**config.mk**
```make
export PLATFORM = sky130hd
export DESIGN_NAME = bloc_front
export DESIGN_NICKNAME = d
export VERILOG_FILES = /design/src/bloc_pkg.sv /design/src/bloc_front.sv
export SDC_FILE = /design/constraint.sdc
export NUM_CORES = 1
export LEC_CHECK = 0
export ABC_AREA = 1
export BUFFER_PORTS_ARGS = -buffer_cell sky130_fd_sc_hd__buf_2
export CAP_MARGIN = 20
export CORE_MARGIN = 1
export CORE_UTILIZATION = 40
export DETAILED_ROUTE_END_ITERATION = 10
export GPL_TIMING_DRIVEN = 0
export HOLD_SLACK_MARGIN = 0.15
export PLACE_DENSITY = 0.75
export SLEW_MARGIN = 30
export SYNTH_ARGS = -nofsm -noshare
export SYNTH_HDL_FRONTEND = slang
export SYNTH_SLANG_ARGS = --single-unit
```
**constraint.sdc**
```tcl
create_clock -name clk -period 8.5 [get_ports clk]
set_clock_uncertainty 0.05 [all_clocks]
set_input_delay 0.85 -clock clk [delete_from_list [all_inputs] [get_ports clk]]
set_output_delay 0.85 -clock clk [all_outputs]
set_load 0.01 [all_outputs]
```
**src/bloc_pkg.sv**
```systemverilog
`timescale 1ns / 1ps
`default_nettype none

package bloc_pkg;

  // frame store geometry
  localparam int unsigned MAX_OVERLAY_WIDTH  = 512;
  localparam int unsigned MAX_OVERLAY_HEIGHT = 512;
  localparam int unsigned STORE_DEPTH        = MAX_OVERLAY_WIDTH * MAX_OVERLAY_HEIGHT;
  localparam int unsigned ADDR_W             = 18;

  // field widths
  localparam int unsigned COLOR_W = 24;
  localparam int unsigned DIM_W   = 10;
  localparam int unsigned POS_W   = 12;
  localparam int unsigned CRD_W   = 14;
  localparam int unsigned PROD_W  = 2 * DIM_W;
  localparam int unsigned CFG_IDX_W = 3;

  // queue between front and back
  localparam int unsigned QUEUE_DEPTH = 4;
  localparam int unsigned QPTR_W      = $clog2(QUEUE_DEPTH);
  localparam int unsigned QCNT_W      = $clog2(QUEUE_DEPTH + 1);

  // register reset values
  localparam logic [COLOR_W-1:0] BACKGROUND_RST = 24'd1;
  localparam logic [COLOR_W-1:0] EMPTY_RST      = 24'd1;
  localparam logic [DIM_W-1:0]   ORIGIN_RST     = 10'd256;
  localparam logic [DIM_W-1:0]   SIZE_RST       = 10'd512;

  typedef enum logic [1:0] {
    OP_FILL      = 2'd0,
    OP_COMPOSITE = 2'd1,
    OP_READ      = 2'd2
  } opcode_e_t;

  typedef enum logic [1:0] {
    ST_OK   = 2'd0,
    ST_SKIP = 2'd1,
    ST_OOB  = 2'd2
  } status_e_t;

  typedef enum logic [CFG_IDX_W-1:0] {
    CFG_BACKGROUND = 3'd0,
    CFG_EMPTY      = 3'd1,
    CFG_ORIGIN_X   = 3'd2,
    CFG_ORIGIN_Y   = 3'd3,
    CFG_WIDTH      = 3'd4,
    CFG_HEIGHT     = 3'd5
  } cfg_reg_e_t;

  typedef enum logic [1:0] {
    S_IDLE,
    S_ADDR,
    S_READ,
    S_MOD
  } back_state_e_t;

  typedef struct packed {
    logic [1:0]              opcode;
    logic                    pixel_on;
    logic [DIM_W-1:0]        col;
    logic [DIM_W-1:0]        row;
    logic signed [POS_W-1:0] layer_pos_x;
    logic signed [POS_W-1:0] layer_pos_y;
    logic [DIM_W-1:0]        layer_width;
    logic [DIM_W-1:0]        layer_height;
    logic [COLOR_W-1:0]      layer_color;
    logic                    layer_enabled;
    logic                    last_of_frame;
  } in_item_t;

  typedef struct packed {
    logic [COLOR_W-1:0] color;
    logic [ADDR_W-1:0]  address;
    logic               wrote;
    logic [1:0]         status;
    logic               frame_done;
  } out_item_t;

  // register set as seen by front and back, sizes already clipped
  typedef struct packed {
    logic [COLOR_W-1:0] background_color;
    logic [COLOR_W-1:0] empty_color;
    logic [DIM_W-1:0]   origin_x;
    logic [DIM_W-1:0]   origin_y;
    logic [DIM_W-1:0]   width_eff;
    logic [DIM_W-1:0]   height_eff;
  } cfg_t;

  // classified operation handed from front to back
  typedef struct packed {
    logic [1:0]         opcode;
    logic               pixel_on;
    logic [COLOR_W-1:0] layer_color;
    logic [1:0]         status;
    logic               frame_done;
    logic [DIM_W-1:0]   x;
    logic [DIM_W-1:0]   y;
  } job_t;

  // limit a size register to the store dimension
  function automatic logic [DIM_W-1:0] clip_dim(input logic [DIM_W-1:0] v,
                                                 input int unsigned lim);
    logic [DIM_W-1:0] res;
    res = v;
    if (int'(v) > int'(lim)) begin
      res = DIM_W'(lim);
    end
    return res;
  endfunction

endpackage

`default_nettype wire

```
**src/bloc_front.sv**
```systemverilog
`timescale 1ns / 1ps
`default_nettype none

module bloc_front import bloc_pkg::*; (
  input  wire logic     clk,
  input  wire logic     rst_n,
  input  wire cfg_t     cfg,
  input  wire logic     in_valid,
  output logic          in_stall,
  input  wire in_item_t in_data,
  input  wire logic     q_full,
  output logic          q_push,
  output job_t          q_data
);

  logic                    s1_v_r;
  logic                    s1_v_nxt;
  job_t                    s1_job_r;
  job_t                    job_nxt;
  logic                    in_acc;
  logic signed [CRD_W-1:0] x_comp;
  logic signed [CRD_W-1:0] y_comp;
  logic signed [CRD_W-1:0] x_dst;
  logic signed [CRD_W-1:0] y_dst;
  logic                    is_comp;
  logic                    skip;
  logic                    oob;

  // centred placement of a layer pixel
  always_comb begin
    x_comp = $signed({{(CRD_W-DIM_W){1'b0}}, cfg.origin_x})
           + CRD_W'(in_data.layer_pos_x)
           - $signed({{(CRD_W-DIM_W+1){1'b0}}, in_data.layer_width[DIM_W-1:1]})
           + $signed({{(CRD_W-DIM_W){1'b0}}, in_data.col});
    y_comp = $signed({{(CRD_W-DIM_W){1'b0}}, cfg.origin_y})
           + CRD_W'(in_data.layer_pos_y)
           - $signed({{(CRD_W-DIM_W+1){1'b0}}, in_data.layer_height[DIM_W-1:1]})
           + $signed({{(CRD_W-DIM_W){1'b0}}, in_data.row});
  end

  // classify: skipped layer, bounds
  always_comb begin
    is_comp = (in_data.opcode == OP_COMPOSITE);
    skip    = is_comp && (!in_data.layer_enabled ||
                          (in_data.layer_color == cfg.empty_color));
    x_dst   = is_comp ? x_comp : $signed({{(CRD_W-DIM_W){1'b0}}, in_data.col});
    y_dst   = is_comp ? y_comp : $signed({{(CRD_W-DIM_W){1'b0}}, in_data.row});
    oob     = x_dst[CRD_W-1] || y_dst[CRD_W-1] ||
              (x_dst >= $signed({{(CRD_W-DIM_W){1'b0}}, cfg.width_eff})) ||
              (y_dst >= $signed({{(CRD_W-DIM_W){1'b0}}, cfg.height_eff}));

    job_nxt.opcode      = in_data.opcode;
    job_nxt.pixel_on    = in_data.pixel_on;
    job_nxt.layer_color = in_data.layer_color;
    job_nxt.frame_done  = in_data.last_of_frame;
    job_nxt.x           = x_dst[DIM_W-1:0];
    job_nxt.y           = y_dst[DIM_W-1:0];
    if (skip) begin
      job_nxt.status = ST_SKIP;
    end else if (oob) begin
      job_nxt.status = ST_OOB;
    end else begin
      job_nxt.status = ST_OK;
    end
  end

  // handshake with the queue
  always_comb begin
    in_stall = s1_v_r && q_full;
    in_acc   = in_valid && !in_stall;
    q_push   = s1_v_r && !q_full;
    q_data   = s1_job_r;
    s1_v_nxt = in_acc ? 1'b1 : (q_push ? 1'b0 : s1_v_r);
  end

  always_ff @(posedge clk) begin
    if (!rst_n) begin
      s1_v_r <= 1'b0;
    end else begin
      s1_v_r <= s1_v_nxt;
    end
  end

  always_ff @(posedge clk) begin
    if (in_acc) begin
      s1_job_r <= job_nxt;
    end
  end

  // checks
  a_push_drains: assert property (@(posedge clk) disable iff (!rst_n)
    (q_push && !in_acc) |=> !s1_v_r)
    else $error("front stage kept an item it had pushed");

  a_stall_only_full: assert property (@(posedge clk) disable iff (!rst_n)
    in_stall |-> (s1_v_r && !q_push))
    else $error("front stalled while its stage could drain");

  a_held_job: assert property (@(posedge clk) disable iff (!rst_n)
    (s1_v_r && q_full) |=> $stable(s1_job_r))
    else $error("front stage changed while waiting on the queue");

endmodule

`default_nettype wire

```
# After elaboration in Yosys (flattened, before gate mapping)
# Index checks and enable logic that the tools add are counted.
classes:
  n_addsub: 6
  n_lt_le_gt_ge: 2
  eq_ne: 2
  muxes: 5
  reduce_logical: 12
ops:
  columns: ["op", "count"]
  rows:
  - ["$add 14x11->14", 2]
  - ["$ge 14x11->1", 2]
  - ["$mux 14", 2]
  - ["$sub 13x10->14", 2]
  - ["$add 11x12->13", 2]
  - ["$eq 24x24->1", 1]
  - ["$logic_and 1x1->1", 4]
  - ["$logic_or 1x1->1", 4]
  - ["$logic_not 1->1", 3]
  - ["$eq 2x1->1 const B", 1]
  - ["$mux 1", 2]
  - ["$mux 2", 1]
  - ["$reduce_bool 2->1", 1]
word_totals:
  register_bits: 51
  inputBits: 185
  output_inout_bits: 52

# Longest topological paths before layout
# Gate-level depths: netlist (run 1).
depth:
  ltp_word: 8
  ltp_mapped: 21
  ltp_nobuf: 21

# Worst setup path after synthesis (run 1)
# OpenSTA, ideal clock, no wires.
synth_path:
  path_type: "input to register"
  start: "in in_data[38] in the netlist's numbering"
  end: "reg s1_job_r, in the netlist q_data[22] (data pin)"
  setup_ps: 259
  arrival_ps: 4220
  t_required_ps: 8191
  setup_slack_ps: 3971
  path_stages: 17
  path_cell_list: "inv_1 > fa_1 > fa_1 > ha_1 > fa_1 > a21oi_1 > nor2_1 > nor2_1 > o21ai_0 > xor2_1 > o21ai_0 > ha_1 > a21oi_1 > nand4_1 > a41o_1 > nor3_1 > a21oi_1"
synth_lines:
  columns: ["element", "line", "rtl"]
  rows:
  - ["start: declaration", "bloc_front.sv:10", "input wire in_item_t in_data,"]
  - ["end signal: assignment", "bloc_front.sv:86", "s1_job_r <= job_nxt;"]
  - ["end: declaration", "bloc_front.sv:18", "job_t s1_job_r;"]

==> flow_summary.json, run 1 <==
{
  "status": "complete, no violations",
  "rows": 40,
  "synth_nets": 834,
  "wirelength_um": 12070,
  "synth_edf_count": 50,
  "die_h_um": 112.6,
  "cp_data_required_time_ps": 8480,
  "netlist.top_cell.by_area": "edfxtp_1",
  "cpMaxStageDelayCell": "fa_1",
  "synth_top_area_frac": 0.3071,
  "slew_headroom": 0.6009,
  "die_x_um": 112.6,
  "nNetsFinal": 1053,
  "hp-class": "flop to flop",
  "cts_setup_buffers": 0,
  "worst_ir_drop_vdd_mv": 0.08335,
  "yosys_warnings": 0,
  "final-setup-viol-count": 0,
  "synth_ff_type": "edfxtp_1",
  "grt_usage": 0.1938,
  "post-place-ws_ps": 3218,
  "yosysSeqAreaShare": 0.3112,
  "numClockSinks": 51,
  "switching_share": 0.3766,
  "drcViolationCount": 0,
  "viasPerCell": 4.666,
  "crit_path_end_kind": "flop",
  "comb_power_share": 0.498,
  "path_max_fanout": 4,
  "dr.pass1.iters": 6,
  "overflow": 0,
  "fin_ws_ps": 3590,
  "synth_common_cells": "inv_1, nand2_1, edfxtp_1, ha_1, fa_1",
  "die-area_um2": 12670,
  "postSynthAreaPerCell_um2": 8.745,
  "core_um2": 11960,
  "area_growth_pct": 30.00,
  "port_buffers": 210,
  "path_clk_slew_ps": 70,
  "gp_congestion": 0.8332,
  "ys_ff_latch": 51,
  "antenna_found_initial": 1,
  "critPathMaxStageDelay_ps": 570,
  "syn_inst": 559,
  "crit_type": "input pin to flop",
  "cts_tree": "built",
  "synth.distinct_cells": 29,
  "ctsResizeCount": 0,
  "drv_cap": 0,
  "grt_pass1_vias": 3978,
  "dp_hpwl_um": 10680,
  "maxClockFrequency_mhz": 203.7,
  "reg2reg_slack_ps": 6830,
  "worst_ep_arrival_time_ps": 4890,
  "start_kind": "input pin",
  "route.detailed.wl_per_inst_um": 13.02,
  "p_leak_uw": 0.003397,
  "slew_violations": 0,
  "cts_hold_buf": 0,
  "drive_gt1_frac": 0.2888,
  "numCtsBuffers": 5,
  "tightest_slew_ps": 597.3,
  "clk_root_buffer_cell": "clkbuf_16",
  "p_int_uw": 660.0,
  "p_per_area_nw_per_um2": 166.6,
  "postSynth.asyncResetShare": 0,
  "hold_viol": 0,
  "period_needed_ps": 4910,
  "rsz0062_at_grt": "false",
  "first_iter_violations": 198,
  "clk-insertion-delay-late_ps": 280,
  "num_vias": 4325,
  "io_pins": 237,
  "h-tree-depth": 2,
  "n_fill_cell": 1140,
  "crit_chain": "buf_2, fa_1, fa_1, ha_1, fa_1, a21oi_1, nor2_1, nor2_1, o21ai_0, xor2_1, o21ai_0, ha_1, a21oi_1, nand4_1, a41o_1, nor3_1, a21oi_1",
  "grt_pass1_wl_um": 18980,
  "clockBufferDepth": 2,
  "grt_max_degree": 21,
  "synth_area_um2": 4888,
  "p_seq_frac": 0.292,
  "post-route-period-util": 0.5776,
  "p_sw_uw": 398.7,
  "ant_nets": 0,
  "setup_tns_ps": 0,
  "p_clk_frac": 0.210,
  "start_util": 0.4087,
  "synth.area.top_cells": "edfxtp_1, fa_1, ha_1, inv_1, nand2_1",
  "synth_most_common_cell": "inv_1"
}
## layer usage
metal	part of all wire	track usage	wire (um)	vias up
met4	0.010	0.05778	125	0
met5	0	0	0	-
met1	0.41	0.2257	4992	1941
met2	0.51	0.3617	6198	154
li1	-	-	-	2222
met3	0.062	0.03294	749	8
## placed cells by master (no fill, tap or decap), types with 2 or more instances in the layout
cell	n
a21boi_0	2
a21oi_1	35
buf_16	2
buf_2	211
clkbuf_1	4
clkbuf_16	5
edfxtp_1	50
fa_1	40
ha_1	50
inv_1	138
nand2_1	92
nand3_1	24
nand4_1	12
nor2_1	32
nor3_1	4
o21a_1	2
o21ai_0	26
o21ai_1	2
o21bai_1	2
xnor2_1	17
xor2_1	16
## area by class of cell
| type | instances | area, um2 | area share |
|---|---|---|---|
| timing repair buffer | 212 | 1106 | 0.1741 |
| clock inverter | 2 | 37.54 | 0.005907 |
| inverter | 138 | 518.0 | 0.08151 |
| buffer | 4 | 16.27 | 0.002560 |
| tap | 147 | 183.9 | 0.02894 |
| antenna | 1 | 2.502 | 0.0003938 |
| clock buffer | 6 | 128.9 | 0.02028 |
| multi-input combinational | 366 | 2840 | 0.4469 |
| sequential | 51 | 1521 | 0.2394 |
## critical path: cells and delay by family
family	cells	cell delay, ps
and+or+nand+nor	4	610
AOI/OAI and AO/OA	6	1040
xor gates and xnor gates	1	160
buffers and inverters	1	110
adders and majority gates	5	2100
## stage by stage
step                      area (um2)  std cells  hold WS [ps]  power (uW)  utilization
after floorplan                 4888        559         412.9       684.4            -
after global placement          6123        916         438.1       833.6       0.5119
after detailed placement        6186        918         447.2       843.6       0.5172
after CTS                       6352        926         457.0        1070       0.5311
after global routing            6355        927         513.8        1159       0.5313
final                           6355        927         459.0        1059       0.5313
## power groups by stage
stage | Clock (uW) | Sequential (uW) | Combinational, uW
after CTS | 229 | 310 | 530
after floorplan | 0 | 327 | 357
after detailed placement | 0 | 315 | 528
after global placement | 0 | 316 | 517
final | 222 | 310 | 527
after global routing | 240 | 311 | 608
## sequential cells by signal, indices dropped and copies added, names as in the netlist
signal	cells
q_data	50
s1_v_r	1
## logic make-up after synthesis
kind of cell	Yosys count	share of synthesized area
AND/OR/NAND/NOR	169	0.1467
flip-flops	51	0.3112
AO/OA/AOI/OAI	74	0.08190
buffers and inverters	142	0.1093
XOR/XNOR	33	0.05912
adder cells (fa/ha/maj)	90	0.2918
## worst paths after layout
check | to | from | depth (start not counted)
max | q_data[22] | cfg[31] | 17
min | s1_v_r | s1_v_r | 2
max reg2reg | q_data[32] | s1_v_r | 5
min reg2reg | s1_v_r | s1_v_r | 2
Power figures use the tool's default switching activity.
==> inputs of run 2 (changes only) <==
==> constraint.sdc (replaced) <==
create_clock -name clk -period 4.65 [get_ports clk]
set_clock_uncertainty 0.05 [all_clocks]
set_input_delay 0.465 -clock clk [delete_from_list [all_inputs] [get_ports clk]]
set_output_delay 0.465 -clock clk [all_outputs]
set_load 0.01 [all_outputs]
==> flow_summary.json, run 2 (same netlist as run 1, synthesis figures left out) <==
{
  "rsz0062_at_grt": "false",
  "multi_input_area_um2": 2845,
  "min_from": "in_data[90]",
  "slew_headroom": 0.5983,
  "die_h_um": 112.6,
  "viasPerCell": 4.660,
  "cp.buffers_inverters": 1,
  "status": "complete, no violations",
  "path_max_fanout": 4,
  "worst_ir_drop_vdd_mv": 0.1525,
  "drive_gt1_frac": 0.2914,
  "period_needed_ps": 4299,
  "clockBufferDepth": 2,
  "crit_path_end_kind": "flop",
  "start_kind": "input pin",
  "ant_nets": 0,
  "layout_common_cells": "buf_2, inv_1, nand2_1",
  "grt_max_degree": 21,
  "tightest_slew_ps": 601.1,
  "crit_start": "cfg[31]",
  "port_buffers": 210,
  "overflow": 0,
  "hold_depth": 1,
  "finalNonFillerCells": 927,
  "largest_reg_flops": 50,
  "clk_root_buffer_cell": "clkbuf_16",
  "first_iter_violations": 191,
  "wirelength_um": 12070,
  "crit_chain": "buf_2, fa_1, fa_1, ha_1, fa_2, a21oi_1, nor2_1, nor2_2, o21ai_0, xor2_1, o21ai_1, ha_1, a21oi_1, nand4_1, a41o_1, nor3_1, a21oi_1",
  "crit_type": "input pin to flop",
  "dp_hpwl_um": 10680,
  "gp_congestion": 0.8332,
  "core_um2": 11960,
  "p_leak_uw": 0.003396,
  "worst_path_most_repeated_cell": "a21oi_1",
  "cpLargestDelayFamily": "adder cells",
  "worst_ep_arrival_time_ps": 4280,
  "cts_tree": "built",
  "path_depth": 17,
  "numClockSinks": 51,
  "cts_hold_buf": 0,
  "final-setup-viol-count": 0,
  "critPathMaxStageDelay_ps": 570,
  "route.detailed.wl_per_inst_um": 13.02,
  "worst-r2r-cell-count": 5,
  "grt_pass1_vias": 3978,
  "place_inst": 918,
  "nNetsFinal": 1053,
  "grt_usage": 0.1938,
  "slew_violations": 0,
  "start_util": 0.4087,
  "post-route-period-util": 0.9246,
  "num_vias": 4320,
  "hold_viol": 0,
  "seq_area_um2": 1521,
  "drcViolationCount": 0,
  "drv_cap": 0,
  "final_common_cell": "buf_2",
  "grt_pass1_wl_um": 18980,
  "cpMaxStageDelayCell": "fa_1",
  "area_growth_pct": 30.10,
  "path_clk_slew_ps": 70,
  "maxClockFrequency_mhz": 232.6,
  "clk-insertion-delay-late_ps": 280,
  "power_uw": 1940,
  "rows": 40,
  "h-tree-depth": 2,
  "p_per_area_nw_per_um2": 305.0,
  "utilization": 0.5317,
  "r2r-start": "s1_v_r",
  "die-area_um2": 12670,
  "hp-class": "input pin to flop",
  "numCtsBuffers": 5,
  "n_fill_cell": 1138,
  "die_x_um": 112.6,
  "io_pins": 237,
  "dr.pass1.iters": 6,
  "cp_data_required_time_ps": 4630,
  "antenna_found_initial": 1
}
## run 2: cell counts in the layout (fill, tap and decap cells not counted)
No cell type changed its count.
## run 2: layer usage
metal  track usage  wire [um]  vias to the layer above
li1              -          -                     2220
met1        0.2257       4982                     1939
met2        0.3617       6190                      153
met3       0.03294        770                        8
met4       0.05778        125                        0
met5             0          0                        -
## run 2: path summary, 6_finish.rpt
check | slack, ps | end
max | 350 | q_data[22]
max reg2reg | 2980 | q_data[30]
min reg2reg | 460 | s1_v_r
min | 310 | q_data[47]
## run 2: where the power goes
part	switching, uW	internal, uW	total (uW)
registers	9.57	556	566
logic	570	398	968
clock network	152	254	406
total	732	1210	1940
## run 2: final cells by class
class	count	area share
Clock buffer	6	0.02026
Clock inverter	2	0.005902
Timing Repair Buffer	212	0.1739
Tap cell	147	0.02892
Buffer	4	0.002558
Antenna cell	1	0.0003935
Multi-Input combinational cell	366	0.4474
Sequential cell	51	0.2392
Inverter	138	0.08145
## run 2: repair_timing
action,CTS,global route
buffers inserted,0,0
endpoints found under the setup margin,0,1
gates resized for setup,0,4
## run 2: per-stage QoR
stage / setup WS [ps] / cell area [um2] / TNS (ps) / hold slack, ps
floorplan: 505.9 / 4888 / 0 / 412.9
global placement: -163.9 / 6123 / -163.9 / 438.1
detailed placement: -246.6 / 6186 / -246.6 / 447.2
CTS: 54.76 / 6352 / 0 / 295.3
global route: 20.22 / 6360 / 0 / 287.7
finish: 350.7 / 6360 / 0 / 306.3
==> inputs of run 3 (changes only) <==
==> constraint.sdc (replaced) <==
create_clock -name clk -period 4.51 [get_ports clk]
set_clock_uncertainty 0.05 [all_clocks]
set_input_delay 0.451 -clock clk [delete_from_list [all_inputs] [get_ports clk]]
set_output_delay 0.451 -clock clk [all_outputs]
set_load 0.01 [all_outputs]
==> flow_summary.json, run 3 (same netlist as run 1, synthesis figures left out) <==
{
  "seq_area_um2": 1521,
  "crit_type": "input pin to flop",
  "fin_ws_ps": 291.1,
  "grt_pass1_vias": 3978,
  "grt_pass1_wl_um": 18980,
  "port_buffers": 210,
  "p_per_area_nw_per_um2": 314.9,
  "numClockSinks": 51,
  "cpMaxStageDelayCell": "fa_1",
  "multi_input_area_um2": 2854,
  "route.detailed.wl_per_inst_um": 13.02,
  "cpLargestDelayFamily": "adder cells",
  "final-setup-viol-count": 0,
  "status": "complete, no violations",
  "antenna_found_initial": 1,
  "die_x_um": 112.6,
  "grt_max_degree": 21,
  "post-place-ws_ps": -372.6,
  "viasPerCell": 4.668,
  "cts_setup_buffers": 0,
  "n_fill_cell": 1136,
  "hold_viol": 0,
  "path_clk_slew_ps": 60,
  "overflow": 0,
  "period_needed_ps": 4219,
  "dp_hpwl_um": 10680,
  "drv_cap": 0,
  "path_depth": 17,
  "worst_ir_drop_vdd_mv": 0.1583,
  "area_growth_pct": 30.28,
  "worst_ep_arrival_time_ps": 4200,
  "clockBufferDepth": 2,
  "numCtsBuffers": 5,
  "largest_reg_flops": 50,
  "cts_tree": "built",
  "final_common_cell": "buf_2",
  "rows": 40,
  "first_iter_violations": 218,
  "place_inst": 918,
  "io_pins": 237,
  "crit_path_end_kind": "flop",
  "start_kind": "input pin",
  "clk-insertion-delay-late_ps": 280,
  "finalNonFillerCells": 927,
  "utilization": 0.5324,
  "slew_violations": 0,
  "hold_depth": 1,
  "h-tree-depth": 2,
  "die-area_um2": 12670,
  "num_vias": 4327,
  "post-route-period-util": 0.9355,
  "die_h_um": 112.6,
  "start_util": 0.4087,
  "power_uw": 2005,
  "wirelength_um": 12070,
  "core_um2": 11960,
  "drcViolationCount": 0,
  "dr.pass1.iters": 7,
  "cp.buffers_inverters": 1,
  "path_max_fanout": 4,
  "nNetsFinal": 1053,
  "ant_nets": 0,
  "crit_chain": "buf_2, fa_1, fa_1, ha_2, fa_2, a21oi_1, nor2_1, nor2_2, o21ai_0, xor2_1, o21ai_1, ha_1, a21oi_1, nand4_1, a41o_1, nor3_1, a21oi_1",
  "layout_common_cells": "buf_2, inv_1, nand2_1",
  "maxClockFrequency_mhz": 237.0,
  "p_leak_uw": 0.003394,
  "clk_root_buffer_cell": "clkbuf_16",
  "cp_data_required_time_ps": 4490,
  "gp_congestion": 0.8332,
  "hp-class": "input pin to flop",
  "tightest_slew_ps": 599.3,
  "grt_usage": 0.1938,
  "slew_headroom": 0.6005,
  "drive_gt1_frac": 0.2953,
  "worst_path_most_repeated_cell": "a21oi_1",
  "critPathMaxStageDelay_ps": 580,
  "worst-r2r-cell-count": 5
}
## run 3: cell count changes in the layout (fill, tap and decap cells not counted)
cell and change:
fa_1 -1, a21oi_2 +1, ha_2 +1, fa_2 +1, ha_1 -1, a21oi_1 -1
## run 3: final cells by class
type / instances / area share
Multi-Input combinational cell: 366 / 0.4481
Sequential cell: 51 / 0.2389
Timing Repair Buffer: 212 / 0.1737
Inverter: 138 / 0.08134
Tap cell: 147 / 0.02888
Clock buffer: 6 / 0.02024
Clock inverter: 2 / 0.005894
Buffer: 4 / 0.002554
Antenna cell: 1 / 0.0003929
## run 3: what timing repair did
item | CTS | global route
gates cloned | 0 | 0
endpoints found under the setup margin | 1 | 1
resized for setup | 1 | 6
hold buffers | 0 | 0
## run 3: per-stage QoR
stage | hold slack (ps) | setup TNS [ps] | area [um2]
finish | 291.3 | 0 | 6369
global route | 273.7 | -22.35 | 6369
CTS | 281.3 | 0 | 6352
detailed placement | 447.2 | -372.6 | 6186
global placement | 438.1 | -289.9 | 6123
floorplan | 412.9 | 0 | 4888
## run 3: final timing paths
check	endpoint	from	slack, ps
worst max-delay path	q_data[22]	cfg[31]	290
worst min register to register	s1_v_r	s1_v_r	460
worst max register to register	q_data[30]	s1_v_r	2840
worst min-delay path	q_data[20]	in_data[0]	290
## run 3: layer usage
metal | wire length (um) | part of all wire | global-route usage
met1 | 4999 | 0.41 | 0.2257
met2 | 6154 | 0.51 | 0.3617
met3 | 775 | 0.064 | 0.03294
met4 | 140 | 0.012 | 0.05778
met5 | 0 | 0 | 0
## run 3: report_power, final
part           switching [uW]  internal [uW]
logic                     589            413
clock network             158            262
registers                9.94            574
total                     757           1250
