`src/bloc_pkg.sv`:
```
`timescale 1ns / 1ps
`default_nettype none

package bloc_pkg;

  // frame store geometry
  localparam int unsigned MAX_OVERLAY_WIDTH  = 512;
  localparam int unsigned MAX_OVERLAY_HEIGHT = 512;
  localparam int unsigned STORE_DEPTH        = MAX_OVERLAY_WIDTH * MAX_OVERLAY_HEIGHT;
  localparam int unsigned ADDR_W             = 18;

  // field widths
  localparam int unsigned COLOR_W = 24;
  localparam int unsigned DIM_W   = 10;
  localparam int unsigned POS_W   = 12;
  localparam int unsigned CRD_W   = 14;
  localparam int unsigned PROD_W  = 2 * DIM_W;
  localparam int unsigned CFG_IDX_W = 3;

  // queue between front and back
  localparam int unsigned QUEUE_DEPTH = 4;
  localparam int unsigned QPTR_W      = $clog2(QUEUE_DEPTH);
  localparam int unsigned QCNT_W      = $clog2(QUEUE_DEPTH + 1);

  // register reset values
  localparam logic [COLOR_W-1:0] BACKGROUND_RST = 24'd1;
  localparam logic [COLOR_W-1:0] EMPTY_RST      = 24'd1;
  localparam logic [DIM_W-1:0]   ORIGIN_RST     = 10'd256;
  localparam logic [DIM_W-1:0]   SIZE_RST       = 10'd512;

  typedef enum logic [1:0] {
    OP_FILL      = 2'd0,
    OP_COMPOSITE = 2'd1,
    OP_READ      = 2'd2
  } opcode_e_t;

  typedef enum logic [1:0] {
    ST_OK   = 2'd0,
    ST_SKIP = 2'd1,
    ST_OOB  = 2'd2
  } status_e_t;

  typedef enum logic [CFG_IDX_W-1:0] {
    CFG_BACKGROUND = 3'd0,
    CFG_EMPTY      = 3'd1,
    CFG_ORIGIN_X   = 3'd2,
    CFG_ORIGIN_Y   = 3'd3,
    CFG_WIDTH      = 3'd4,
    CFG_HEIGHT     = 3'd5
  } cfg_reg_e_t;

  typedef enum logic [1:0] {
    S_IDLE,
    S_ADDR,
    S_READ,
    S_MOD
  } back_state_e_t;

  typedef struct packed {
    logic [1:0]              opcode;
    logic                    pixel_on;
    logic [DIM_W-1:0]        col;
    logic [DIM_W-1:0]        row;
    logic signed [POS_W-1:0] layer_pos_x;
    logic signed [POS_W-1:0] layer_pos_y;
    logic [DIM_W-1:0]        layer_width;
    logic [DIM_W-1:0]        layer_height;
    logic [COLOR_W-1:0]      layer_color;
    logic                    layer_enabled;
    logic                    last_of_frame;
  } in_item_t;

  typedef struct packed {
    logic [COLOR_W-1:0] color;
    logic [ADDR_W-1:0]  address;
    logic               wrote;
    logic [1:0]         status;
    logic               frame_done;
  } out_item_t;

  // register set as seen by front and back, sizes already clipped
  typedef struct packed {
    logic [COLOR_W-1:0] background_color;
    logic [COLOR_W-1:0] empty_color;
    logic [DIM_W-1:0]   origin_x;
    logic [DIM_W-1:0]   origin_y;
    logic [DIM_W-1:0]   width_eff;
    logic [DIM_W-1:0]   height_eff;
  } cfg_t;

  // classified operation handed from front to back
  typedef struct packed {
    logic [1:0]         opcode;
    logic               pixel_on;
    logic [COLOR_W-1:0] layer_color;
    logic [1:0]         status;
    logic               frame_done;
    logic [DIM_W-1:0]   x;
    logic [DIM_W-1:0]   y;
  } job_t;

  // limit a size register to the store dimension
  function automatic logic [DIM_W-1:0] clip_dim(input logic [DIM_W-1:0] v,
                                                 input int unsigned lim);
    logic [DIM_W-1:0] res;
    res = v;
    if (int'(v) > int'(lim)) begin
      res = DIM_W'(lim);
    end
    return res;
  endfunction

endpackage

`default_nettype wire

```
`src/bloc_fifo.sv`:
```
`timescale 1ns / 1ps
`default_nettype none

module bloc_fifo import bloc_pkg::*; (
  input  wire logic clk,
  input  wire logic rst_n,
  input  wire logic push,
  input  wire job_t push_data,
  output logic      full,
  input  wire logic pop,
  output job_t      pop_data,
  output logic      empty
);

  job_t              slot_r [QUEUE_DEPTH];
  logic [QPTR_W-1:0] wr_ptr_r;
  logic [QPTR_W-1:0] wr_ptr_nxt;
  logic [QPTR_W-1:0] rd_ptr_r;
  logic [QPTR_W-1:0] rd_ptr_nxt;
  logic [QCNT_W-1:0] count_r;
  logic [QCNT_W-1:0] count_nxt;

  // pointer and fill count update
  always_comb begin
    full     = (count_r == QCNT_W'(QUEUE_DEPTH));
    empty    = (count_r == '0);
    pop_data = slot_r[rd_ptr_r];

    wr_ptr_nxt = wr_ptr_r;
    if (push) begin
      wr_ptr_nxt = (wr_ptr_r == QPTR_W'(QUEUE_DEPTH - 1)) ? '0 : wr_ptr_r + 1'b1;
    end
    rd_ptr_nxt = rd_ptr_r;
    if (pop) begin
      rd_ptr_nxt = (rd_ptr_r == QPTR_W'(QUEUE_DEPTH - 1)) ? '0 : rd_ptr_r + 1'b1;
    end
    count_nxt = count_r;
    if (push && !pop) begin
      count_nxt = count_r + 1'b1;
    end else if (pop && !push) begin
      count_nxt = count_r - 1'b1;
    end
  end

  always_ff @(posedge clk) begin
    if (!rst_n) begin
      wr_ptr_r <= '0;
      rd_ptr_r <= '0;
      count_r  <= '0;
    end else begin
      wr_ptr_r <= wr_ptr_nxt;
      rd_ptr_r <= rd_ptr_nxt;
      count_r  <= count_nxt;
    end
  end

  always_ff @(posedge clk) begin
    if (push) begin
      slot_r[wr_ptr_r] <= push_data;
    end
  end

  // checks
  a_no_overflow: assert property (@(posedge clk) disable iff (!rst_n)
    push |-> !full)
    else $error("queue written while full");

  a_no_underflow: assert property (@(posedge clk) disable iff (!rst_n)
    pop |-> !empty)
    else $error("queue read while empty");

  a_count_bound: assert property (@(posedge clk) disable iff (!rst_n)
    count_r <= QCNT_W'(QUEUE_DEPTH))
    else $error("queue fill count out of range");

endmodule

`default_nettype wire

```
`config.mk`:
```
export PLATFORM = sky130hd
export DESIGN_NAME = bloc_fifo
export DESIGN_NICKNAME = d
export VERILOG_FILES = /design/src/bloc_pkg.sv /design/src/bloc_fifo.sv
export SDC_FILE = /design/constraint.sdc
export NUM_CORES = 1
export LEC_CHECK = 0
export ABC_CLOCK_PERIOD_IN_PS = 2600
export BUFFER_PORTS_ARGS = -buffer_cell sky130_fd_sc_hd__buf_2
export CAP_MARGIN = 20
export CELL_PAD_IN_SITES_DETAIL_PLACEMENT = 1
export CELL_PAD_IN_SITES_GLOBAL_PLACEMENT = 1
export CORE_MARGIN = 10
export CORE_UTILIZATION = 30
export CTS_BUF_LIST = sky130_fd_sc_hd__clkbuf_4 sky130_fd_sc_hd__clkbuf_8
export DETAILED_ROUTE_END_ITERATION = 16
export PLACE_DENSITY_LB_ADDON = 0.1
export RECOVER_POWER = 25
export SLEW_MARGIN = 10
export SYNTH_ARGS = -nofsm -noshare
export SYNTH_HDL_FRONTEND = slang
export SYNTH_SLANG_ARGS = --single-unit
```
`constraint.sdc`:
```
create_clock -name clk -period 2.6 [get_ports clk]
set_input_delay 0.52 -clock clk [delete_from_list [all_inputs] [get_ports clk]]
set_output_delay 0.52 -clock clk [all_outputs]
set_load 0.05 [all_outputs]
```
; Word level (Yosys, flattened, before mapping)
; Memory sizes are Yosys's and may differ from the RTL's. A register that Yosys moved wholly into a read port is not among the register bits.
; Index checks and enable logic that the tools add are counted.
[totals]
ff_bits = 7
ramBits = 200
input_bits = 54
out_inout_bits = 52
wordCells = 25
n_memories = 1
[op_classes]
add_sub_neg = 4
eq_ne = 3
n_mux = 8
reduce_logical = 6
[memory_table]
columns = name, words, word_bits, read_ports, rd_clocked_by_memory_dff, write_ports, line_no
row1 = slot_r, 4, 50, 1, 1, 1, bloc_fifo.sv:15  ; job_t slot_r [QUEUE_DEPTH];
[ops]
columns = op, count
row1 = 2-to-1 mux 2 bit, 4
row2 = 2-to-1 mux 3 bit, 2
row3 = "adder 2 x 1 -> 2 bit, second input constant", 2
row4 = "equality test 2 bit, second input constant", 2
row5 = "adder 3 x 1 -> 3 bit, second input constant", 1
row6 = "equality test 3 bit, second input constant", 1
row7 = zero test 3 bit, 1
row8 = "subtractor 3 x 1 -> 3 bit, second input constant", 1
row9 = logical AND 1 bit, 2
row10 = zero test 1 bit, 2
row11 = 2-to-1 mux 1 bit, 2
row12 = nonzero test 2 bit, 1

; Depth between registers and ports, before layout
; Gate-level depths: netlist of the first run.
[depth]
depth_word = 4
depth_mapped = 7
ltp_nobuf = 7

; Worst setup path after synthesis of the first run
; Ideal clock, no wire load.
[synth_timing]
kind = reg2reg
from = reg wr_ptr_r[0]
to = mem slot_r[3][0] (netlist bit) (enable)
arrival_time_ns = 1.742
required_ns = 2.187
path_slack_ns = 0.446
stages_incl_launch_ff = 3
path_buffers = 0
synth_period_minus_slack_ns = 2.154
path_cell_list = dfxtp_1 > ha_1 > and2_1
[synth_rtl]
columns = item, line_no
row1 = from (decl), bloc_fifo.sv:16  ; logic [QPTR_W-1:0] wr_ptr_r;
row2 = from (signal assigned), bloc_fifo.sv:51  ; wr_ptr_r <= wr_ptr_nxt;
row3 = to (decl), bloc_fifo.sv:15
; No word-level cell before the write port.

==> implementation parameters, run 1 <==
Parameter                              Value

Clock network
  Hold-fix buffers at CTS ... 0
  Buffer cell driving the clock tree root ... sky130_fd_sc_hd__clkbuf_8
  Clock tree from TritonCTS ... built
  Clock insertion delay at the later pin of the skew report ... 0.49 ns
  Number of H-tree levels ... 2
  Clock Sink Count ... 209
  Clock slew at the register clock pins of the worst setup and hold paths ... 0.05 ns
  Number of buffers between clock root and the deepest sink ... 3
  Inserted Clock Buffers ... 37

Global routing
  Wire length of the first global-routing pass ... 24.96 mm
  Number of antenna violations at the first check in global routing ... 1
  Total grt overflow ... 0
  Overall routing resource usage ... 9.991%
  Maximum number of pins on one net before global-route repair ... 33
  Via count of the first global-routing pass ... 4075

Status
  Outcome ... finished, final reports clean

Power and ir drop
  Comb power frac ... 13.1%
  Reported net switching power ... 1.935 mW
  Proportion of total power due to net switching ... 25.28%
  Clock share of power ... 35.9%
  Sequential share of power ... 51.0%
  Pwr/cell area ... 822.7 nW/µm²
  Internal power ... 5.719 mW
  Largest vdd supply drop ... 353.0 µV
  Leak Pwr ... 3.090 nW

Synth
  Count of distinct cell types in the synthesized netlist ... 22
  Cell area after synthesis ... 7730 µm²
  Synth Instances ... 306
  Flops & latches, synth ... 209
  Post-synthesis net count ... 367
  Proportion of synthesized chip area in sequential cells ... 80.03%
  Ys Warns ... 0
  Mean instance size in the synthesized netlist ... 25.26 µm²

Setup path
  Data arrival, critical path ... 1.96 ns
  Kind of start point of the critical path ... flop
  Crit Path Max Fanout ... 32
  Worst Path Required ... 2.08 ns
  WS Path Type ... flop to output port
  Worst setup EP type ... output port
  Number of cells on the worst reg-to-reg path ... 4
  Worst R2R Setup Slack ... 1.03 ns
  Critical register-to-register path endpoint ... slot_r[0][4]
  Beginning of the worst register-to-register path ... wr_ptr_r[0]

Place
  Port bufs ... 105
  Routability congestion estimate ... 0.6485
  Dpl hpwl ... 10.15 mm

Route
  Average wire per standard cell ... 20.71 µm
  Antenna-violating nets left ... 0
  Number of DRC markers after the initial detailed-route iteration ... 162
  DR vias/cell ... 4.461
  First-pass DRT Iterations ... 4
  Total wire length ... 16.65 mm
  Total vias in the final route ... 3587
  Detailed-route DRC error count ... 0

Timing
  Post-route minimum period ... 2.485 ns
  Top achievable clock speed ... 0.4024 GHz
  RSZ-0062 raised after global routing ... yes
  Worst slew pin tran ... 0.4579 ns
  Worst Hold Margin ... 0.2495 ns
  Relative slew slack ... 69.47%
  Setup violations, final ... 0
  Final max-slew violation count ... 0
  Final period util ... 95.57%
  Count of final hold-check violations ... 0
  Post-route clock skew ... 0.009866 ns

Final layout
  Count of filler cells inserted in the layout ... 2500
  Synthesis-to-layout area growth ... 20.35%
  Number of nets in the final layout ... 512
  Share of post-route cells with drive strength above 1 ... 41.86%
  Fin util ... 36.84%

Floorplanning
  Starting Density ... 30.61%
  Chip Width ... 180.5 µm
  Number of core rows ... 58
  Placeable core region ... 25250 µm²
  Vertical die dimension ... 180.5 µm
  Count of pins on the block boundary ... 106
  Die area ... 32590 µm²

Hold path
  Classification of the worst-slack hold path ... input port to flop
  Hold Crit Start ... push_data[10]
  Capture endpoint of the worst hold path ... slot_r[1][10]
  Number of cells on the worst hold path ... 1

Run
  Maximum Capacitance Violations ... 0
[cells by family (layout without fill, tap and decap cells)]
logic type	after synthesis	after routing	share of synthesized area (%)
buffers and inverters	16	183	2.007
adder cells (fa/ha/maj)	7	7	1.230
flip-flops	209	209	80.03
AND/OR/NAND/NOR	15	15	1.165
multiplexers	54	54	15.09
AO/OA/AOI/OAI	3	3	0.2590
XOR/XNOR	2	2	0.2267
other	0	1	0
[cells in the mapped netlist (all sizes together)]
master	instances	area (µm²)
dfxtp	9	180.2
mux2i	4	40.04
nor3b	1	7.510
mux4	50	1126
xor2	1	8.760
fa	1	20.02
o21ai	1	5.000
a21boi	1	7.510
buf	12	140.1
nor3	2	10.01
edfxtp	200	6006
inv	4	15.01
xnor2	1	8.760
nor2b	5	31.28
and2	5	31.28
nor2	1	3.750
or3	1	6.260
o21a	1	7.510
ha	6	75.07
[stage by stage]
step	cells	TNS (ns)	setup slack (ns)	instance area [µm²]	total power, mW
2_1_floorplan	306	0	0.4456	7730	4.709
3_3_place_gp	742	0	0.5343	8661	4.991
3_5_place_dp	742	0	0.5388	8661	5.011
4_1_cts	803	0	0.04432	9331	7.829
5_1_grt	803	-0.001533	-0.001184	9300	8.015
6_report	804	0	0.1151	9303	7.654
[critical path, cell delays in order (launching register included)]
cell and delay, ns:
sky130_fd_sc_hd__dfxtp_4 0.37, sky130_fd_sc_hd__buf_16 0.26, sky130_fd_sc_hd__mux4_2 0.56, sky130_fd_sc_hd__buf_2 0.23
[registers in the layout, indices dropped and copies added, names as in the netlist, named ones only]
name	flops
slot_r	200
count_r	3
wr_ptr_r	2
rd_ptr_r	2
[layout make-up]
| type | count | area, µm² | share of cell area, % |
|---|---|---|---|
| multi-input combinational | 81 | 1394 | 14.98 |
| inverter | 4 | 15.01 | 0.1614 |
| clock buffer | 55 | 644.4 | 6.927 |
| sequential | 209 | 6191 | 66.55 |
| antenna | 1 | 2.502 | 0.02690 |
| timing repair buffer | 118 | 620.6 | 6.671 |
| clock inverter | 6 | 22.52 | 0.2421 |
| tap | 330 | 412.9 | 4.438 |
[repair_timing]
action / in CTS / in global routing
pin swaps: 0 / 0
gates resized for setup: 1 / 1
buffers inserted: 0 / 0
endpoints found under the setup margin: 7 / 6
[power by group through the flow]
stage	Sequential, mW	Clock, mW	Combinational (mW)
3_3_place_gp	3.96	0	1.03
3_5_place_dp	3.97	0	1.04
6_report	3.90	2.75	1.00
4_1_cts	3.90	2.88	1.04
5_1_grt	3.91	3.03	1.08
2_1_floorplan	3.96	0	0.750
[metal layers]
metal / wire length, µm / GRT usage [%]
met1: 7086 / 11.83
met2: 8308 / 16.84
met4: 392 / 3.478
met3: 862 / 3.072
met5: 0 / 0
[cell usage in the layout (no fill, tap or decap), drive strengths merged, types with 2 or more instances in the layout]
cell and count:
mux4 50, edfxtp 200, dfxtp 9, clkbuf 86, mux2i 4, inv 4, ha 6, nor3 2
and2 5, clkinv 6, nor2b 5, buf 87
[worst max path at each step]
stage / start / end / depth (start not counted)
after global routing: flop / pop_data[35] / 3
after detailed placement: flop / pop_data[41] / 3
final: flop / pop_data[35] / 3
after global placement: flop / pop_data[41] / 3
after floorplan: wr_ptr_r[0] / slot_r[3][0] / 2
after CTS: flop / pop_data[35] / 3
Note: power is estimated with default switching activity, not from simulation.
==> run 2: changes to the inputs <==
Settings changed: CELL_PAD_IN_SITES_DETAIL_PLACEMENT 1 to unset, CELL_PAD_IN_SITES_GLOBAL_PLACEMENT 1 to unset, PLACE_DENSITY_LB_ADDON 0.1 to unset.
==> implementation parameters, run 2 (synthesized netlist as in run 1, its figures left out) <==
Parameter                              Value

Timing
  RSZ-0062 raised after global routing ... no
  Top achievable clock speed ... 0.4031 GHz
  Setup violations, final ... 0
  Post-route clock skew ... 0.01325 ns
  Setup TNS after final layout ... 0 ns
  Final period util ... 95.41%
  Worst slew pin tran ... 0.4274 ns
  Worst Hold Margin ... 0.2456 ns
  Slack of the critical path ... 0.1194 ns
  Count of final hold-check violations ... 0
  Final max-slew violation count ... 0
  Relative slew slack ... 71.51%
  Post-route minimum period ... 2.481 ns

Power and ir drop
  Sequential share of power ... 48.7%
  Proportion of total power due to net switching ... 24.56%
  Pwr/cell area ... 851.2 nW/µm²
  Comb power frac ... 12.5%
  Clock share of power ... 38.8%
  Post-layout power ... 8.016 mW
  Largest vdd supply drop ... 365.5 µV
  Internal power ... 6.048 mW
  Leak Pwr ... 3.112 nW
  Reported net switching power ... 1.968 mW

Clock network
  Number of buffers between clock root and the deepest sink ... 3
  Hold-fix buffers at CTS ... 0
  Clock insertion delay at the later pin of the skew report ... 0.49 ns
  Buffer cell driving the clock tree root ... sky130_fd_sc_hd__clkbuf_8
  Clock tree from TritonCTS ... built
  Clock slew at the register clock pins of the worst setup and hold paths ... 0.06 ns
  Post_cts resized ... 2
  Inserted Clock Buffers ... 36
  Setup fix buffers added after clock tree synthesis ... 0
  Number of H-tree levels ... 2
  Clock Sink Count ... 209

Setup path
  Largest stage delay on the critical path ... 0.56 ns
  Largest delay contributor family on the critical path ... multiplexers
  Library cell contributing the largest single delay on the critical path ... sky130_fd_sc_hd__mux4_2
  WS Path Type ... flop to output port
  Worst path cell trace ... buf_16 > mux4_2 > buf_2
  Crit path buffers/inverters ... 2
  Worst setup EP type ... output port
  Worst Path Required ... 2.08 ns
  Kind of start point of the critical path ... flop
  Crit Path Max Fanout ... 25
  Data arrival, critical path ... 1.96 ns

Route
  DR vias/cell ... 4.496
  Total wire length ... 15.96 mm
  Detailed-route DRC error count ... 0
  Antenna-violating nets left ... 0
  First-pass DRT Iterations ... 4
  Total vias in the final route ... 3597
  Number of DRC markers after the initial detailed-route iteration ... 121
  Average wire per standard cell ... 19.95 µm

Global routing
  Wire length of the first global-routing pass ... 24.82 mm
  Total grt overflow ... 0
  Maximum number of pins on one net before global-route repair ... 51
  Number of antenna violations at the first check in global routing ... 1
  Overall routing resource usage ... 9.852%
  Via count of the first global-routing pass ... 4202

Final layout
  Fin util ... 37.29%
  Area of the multi-input gates ... 1398 µm²
  Share of post-route cells with drive strength above 1 ... 40.51%
  Most used cells in the layout excluding fill and tap cells ... 200 x sky130_fd_sc_hd__edfxtp_1, 71 x sky130_fd_sc_hd__buf_2, 50 x sky130_fd_sc_hd__mux4_2, 37 x sky130_fd_sc_hd__clkbuf_8, 34 x sky130_fd_sc_hd__clkbuf_1
  Flip-flop count of the largest register, all copies and words added ... 200
  Count of filler cells inserted in the layout ... 2362
  Most frequent standard cell in the layout excluding fill and tap cells ... sky130_fd_sc_hd__edfxtp_1
  Number of nets in the final layout ... 505
  Synthesis-to-layout area growth ... 21.84%
  Register with the most flip-flops ... slot_r
  Leading registers by flop count ... slot_r (200), count_r (3)
  FF+latch area ... 6191 µm²

Floorplanning
  Die area ... 32590 µm²
  Starting Density ... 30.61%
  Placeable core region ... 25250 µm²
  Count of pins on the block boundary ... 106
  Vertical die dimension ... 180.5 µm
  Chip Width ... 180.5 µm
  Number of core rows ... 58

Place
  Dpl hpwl ... 9.238 mm
  Setup WS pre-CTS ... 0.4857 ns
  Routability congestion estimate ... 0.6572
  Port bufs ... 105

Hold path
  Classification of the worst-slack hold path ... input port to flop

Run
  Maximum Capacitance Violations ... 0

Status
  Outcome ... finished, final reports clean
run 2: metrics by stage:
stage	cell area [µm²]	instances
after floorplan	7730	306
after global placement	8662	735
after detailed placement	8662	735
after CTS	9458	799
after global routing	9415	799
final	9418	800
run 2: power groups by stage:
stage | Combinational [mW] | Clock (mW) | Sequential (mW)
after floorplan | 0.750 | 0 | 3.96
after global placement | 1.01 | 0 | 3.96
after detailed placement | 1.03 | 0 | 3.97
after CTS | 1.04 | 3.23 | 3.90
after global routing | 1.07 | 3.39 | 3.91
final | 1.00 | 3.11 | 3.90
run 2: routing by layer:
layer  GRT usage, %  vias up  share of wire, %
met5              0        -             0.094
met4          3.937        2               2.2
met2          16.81      102                51
li1               -     1576                 -
met3          3.675       32               7.0
met1          10.90     1885                39
run 2: worst paths after layout:
| check | start | slack (ns) | to | depth (start not counted) |
|---|---|---|---|---|
| max | flop | 0.12 | pop_data[12] | 3 |
| min | push_data[22] | 0.25 | slot_r[0][22] | 1 |
| max reg2reg | wr_ptr_r[0] | 0.93 | slot_r[3][16] | 3 |
| min reg2reg | wr_ptr_r[1] | 0.57 | wr_ptr_r[1] | 2 |
run 2: worst reg2reg max path, delay by kind of cell, from the launching register on:
family	cells	cell delay, ns
and+or+nand+nor	1	0.42
buffers and inverters	1	0.28
adders and majority gates	1	0.22
DFF	1	0.41
run 2: layout make-up:
| type | count | share of cell area, % |
|---|---|---|
| well taps | 330 | 4.384 |
| flip-flops and latches | 209 | 65.74 |
| diodes | 1 | 0.02657 |
| clock inverters | 14 | 1.714 |
| clock buffers | 49 | 6.364 |
| inverters | 4 | 0.1594 |
| multi-input cells | 81 | 14.84 |
| repair buffers | 112 | 6.776 |
==> run 3: changes to the inputs <==
Settings changed: BUFFER_PORTS_ARGS -buffer_cell sky130_fd_sc_hd__buf_2 to unset, DONT_BUFFER_PORTS set to 1.
==> implementation parameters, run 3 (synthesized netlist as in run 1, its figures left out) <==
Parameter                              Value

Power and ir drop
  Largest vdd supply drop ... 409.5 µV
  Internal power ... 5.679 mW
  Sequential share of power ... 51.5%
  Post-layout power ... 7.573 mW
  Clock share of power ... 37.2%
  Pwr/cell area ... 853.8 nW/µm²
  Leak Pwr ... 2.764 nW
  Comb power frac ... 11.3%
  Reported net switching power ... 1.894 mW
  Proportion of total power due to net switching ... 25.01%

Timing
  Worst slew pin tran ... 0.5137 ns
  Count of final hold-check violations ... 0
  Post-route minimum period ... 2.370 ns
  Setup TNS after final layout ... 0 ns
  Final period util ... 91.16%
  Final max-slew violation count ... 0
  Post-route clock skew ... 0.008114 ns
  Setup violations, final ... 0
  Worst Hold Margin ... 0.1088 ns
  Top achievable clock speed ... 0.4219 GHz
  Relative slew slack ... 65.75%
  RSZ-0062 raised after global routing ... no

Route
  Total vias in the final route ... 3190
  Total wire length ... 14.67 mm
  Detailed-route DRC error count ... 0
  First-pass DRT Iterations ... 4
  Antenna-violating nets left ... 0
  DR vias/cell ... 4.577
  Average wire per standard cell ... 21.05 µm
  Number of DRC markers after the initial detailed-route iteration ... 149

Global routing
  Overall routing resource usage ... 8.972%
  Total grt overflow ... 0
  Via count of the first global-routing pass ... 3664
  Number of antenna violations at the first check in global routing ... 0
  Maximum number of pins on one net before global-route repair ... 51
  Wire length of the first global-routing pass ... 22.40 mm

Final layout
  Most used cells in the layout excluding fill and tap cells ... 200 x sky130_fd_sc_hd__edfxtp_1, 50 x sky130_fd_sc_hd__mux4_2, 37 x sky130_fd_sc_hd__clkbuf_8, 12 x sky130_fd_sc_hd__clkbuf_4, 7 x sky130_fd_sc_hd__dfxtp_1
  Number of nets in the final layout ... 403
  Flip-flop count of the largest register, all copies and words added ... 200
  Share of post-route cells with drive strength above 1 ... 34.06%
  Antenna diode count ... 0
  Register with the most flip-flops ... slot_r
  Final standard cell count with taps included and fillers excluded ... 697
  Synthesis-to-layout area growth ... 14.75%
  Count of filler cells inserted in the layout ... 2339
  Leading registers by flop count ... slot_r (200), count_r (3)
  Most frequent standard cell in the layout excluding fill and tap cells ... sky130_fd_sc_hd__edfxtp_1

Place
  Port bufs ... 0
  Inst Count DP ... 634
  Routability congestion estimate ... 0.6479
  Dpl hpwl ... 8.828 mm

Clock network
  Clock tree from TritonCTS ... built
  Clock slew at the register clock pins of the worst setup and hold paths ... 0.06 ns
  Clock Sink Count ... 209
  Buffer cell driving the clock tree root ... sky130_fd_sc_hd__clkbuf_8
  Setup fix buffers added after clock tree synthesis ... 0
  Hold-fix buffers at CTS ... 0
  Clock insertion delay at the later pin of the skew report ... 0.50 ns
  Number of buffers between clock root and the deepest sink ... 3
  Post_cts resized ... 0
  Number of H-tree levels ... 2
  Inserted Clock Buffers ... 36

Floorplanning
  Chip Width ... 180.5 µm
  Vertical die dimension ... 180.5 µm
  Placeable core region ... 25250 µm²
  Die area ... 32590 µm²
  Count of pins on the block boundary ... 106
  Number of core rows ... 58
  Starting Density ... 30.61%

Hold path
  Classification of the worst-slack hold path ... input port to flop
  Hold Crit Start ... push_data[31]

Setup path
  Data arrival, critical path ... 1.85 ns
  WS Path Type ... flop to output port
  Worst setup EP type ... output port
  Beginning of the worst register-to-register path ... wr_ptr_r[0]
  Worst Path Required ... 2.08 ns
  Kind of start point of the critical path ... flop
  Crit Path Max Fanout ... 27

Status
  Outcome ... finished, final reports clean

Run
  Maximum Capacitance Violations ... 0
-- run 3: cell types whose count changed in the layout (fill, tap and decap cells not counted), sizes merged --
cell      delta
buf         -68
clkbuf      -34
bufinv       -3
clkinvlp     +2
clkinv       +1
diode        -1
-- run 3: final cells by class --
cell class	instances	area [µm²]	share of cell area [%]
well taps	330	412.9	4.655
repair buffers	10	150.1	1.693
clock buffers	49	599.3	6.757
flip-flops and latches	209	6191	69.80
clock inverters	14	96.34	1.086
inverters	4	15.01	0.1693
multi-input cells	81	1405	15.84
-- run 3: power by group through the flow --
| stage | sequential (mW) | clock, mW | combinational [mW] |
|---|---|---|---|
| after floorplan | 3.96 | 0 | 0.750 |
| after global placement | 3.96 | 0 | 0.871 |
| after detailed placement | 3.97 | 0 | 0.877 |
| after CTS | 3.91 | 2.94 | 0.878 |
| after global routing | 3.91 | 3.11 | 0.905 |
| final | 3.90 | 2.82 | 0.854 |
-- run 3: worst max-delay path, cell delays in order (launching register included) --
cell and delay, ns:
sky130_fd_sc_hd__dfxtp_4 0.37, sky130_fd_sc_hd__buf_12 0.22, sky130_fd_sc_hd__mux4_2 0.71
-- run 3: final timing paths --
path	end	slack, ns	depth (start not counted)
worst max register to register	slot_r[2][33]	0.95	4
worst min-delay path	slot_r[3][31]	0.11	0
worst min register to register	count_r[2]	0.52	2
worst max-delay path	pop_data[6]	0.23	2
-- run 3: metal layers --
| layer | track usage [%] | wire length (µm) | up-vias |
|---|---|---|---|
| met5 | 0 | 0 | - |
| met4 | 3.510 | 265 | 0 |
| met3 | 5.040 | 1548 | 20 |
| met2 | 15.08 | 7449 | 102 |
| met1 | 9.084 | 5406 | 1703 |
| li1 | - | - | 1365 |
-- run 3: stage by stage --
| stage | utilization [%] | instance area, µm² | setup slack (ns) |
|---|---|---|---|
| after floorplan | - | 7730 | 0.4456 |
| after global placement | 32.37 | 8174 | 0.7101 |
| after detailed placement | 32.37 | 8174 | 0.7282 |
| after CTS | 35.12 | 8870 | 0.1696 |
| after global routing | 35.12 | 8870 | 0.1244 |
| final | 35.12 | 8870 | 0.2298 |
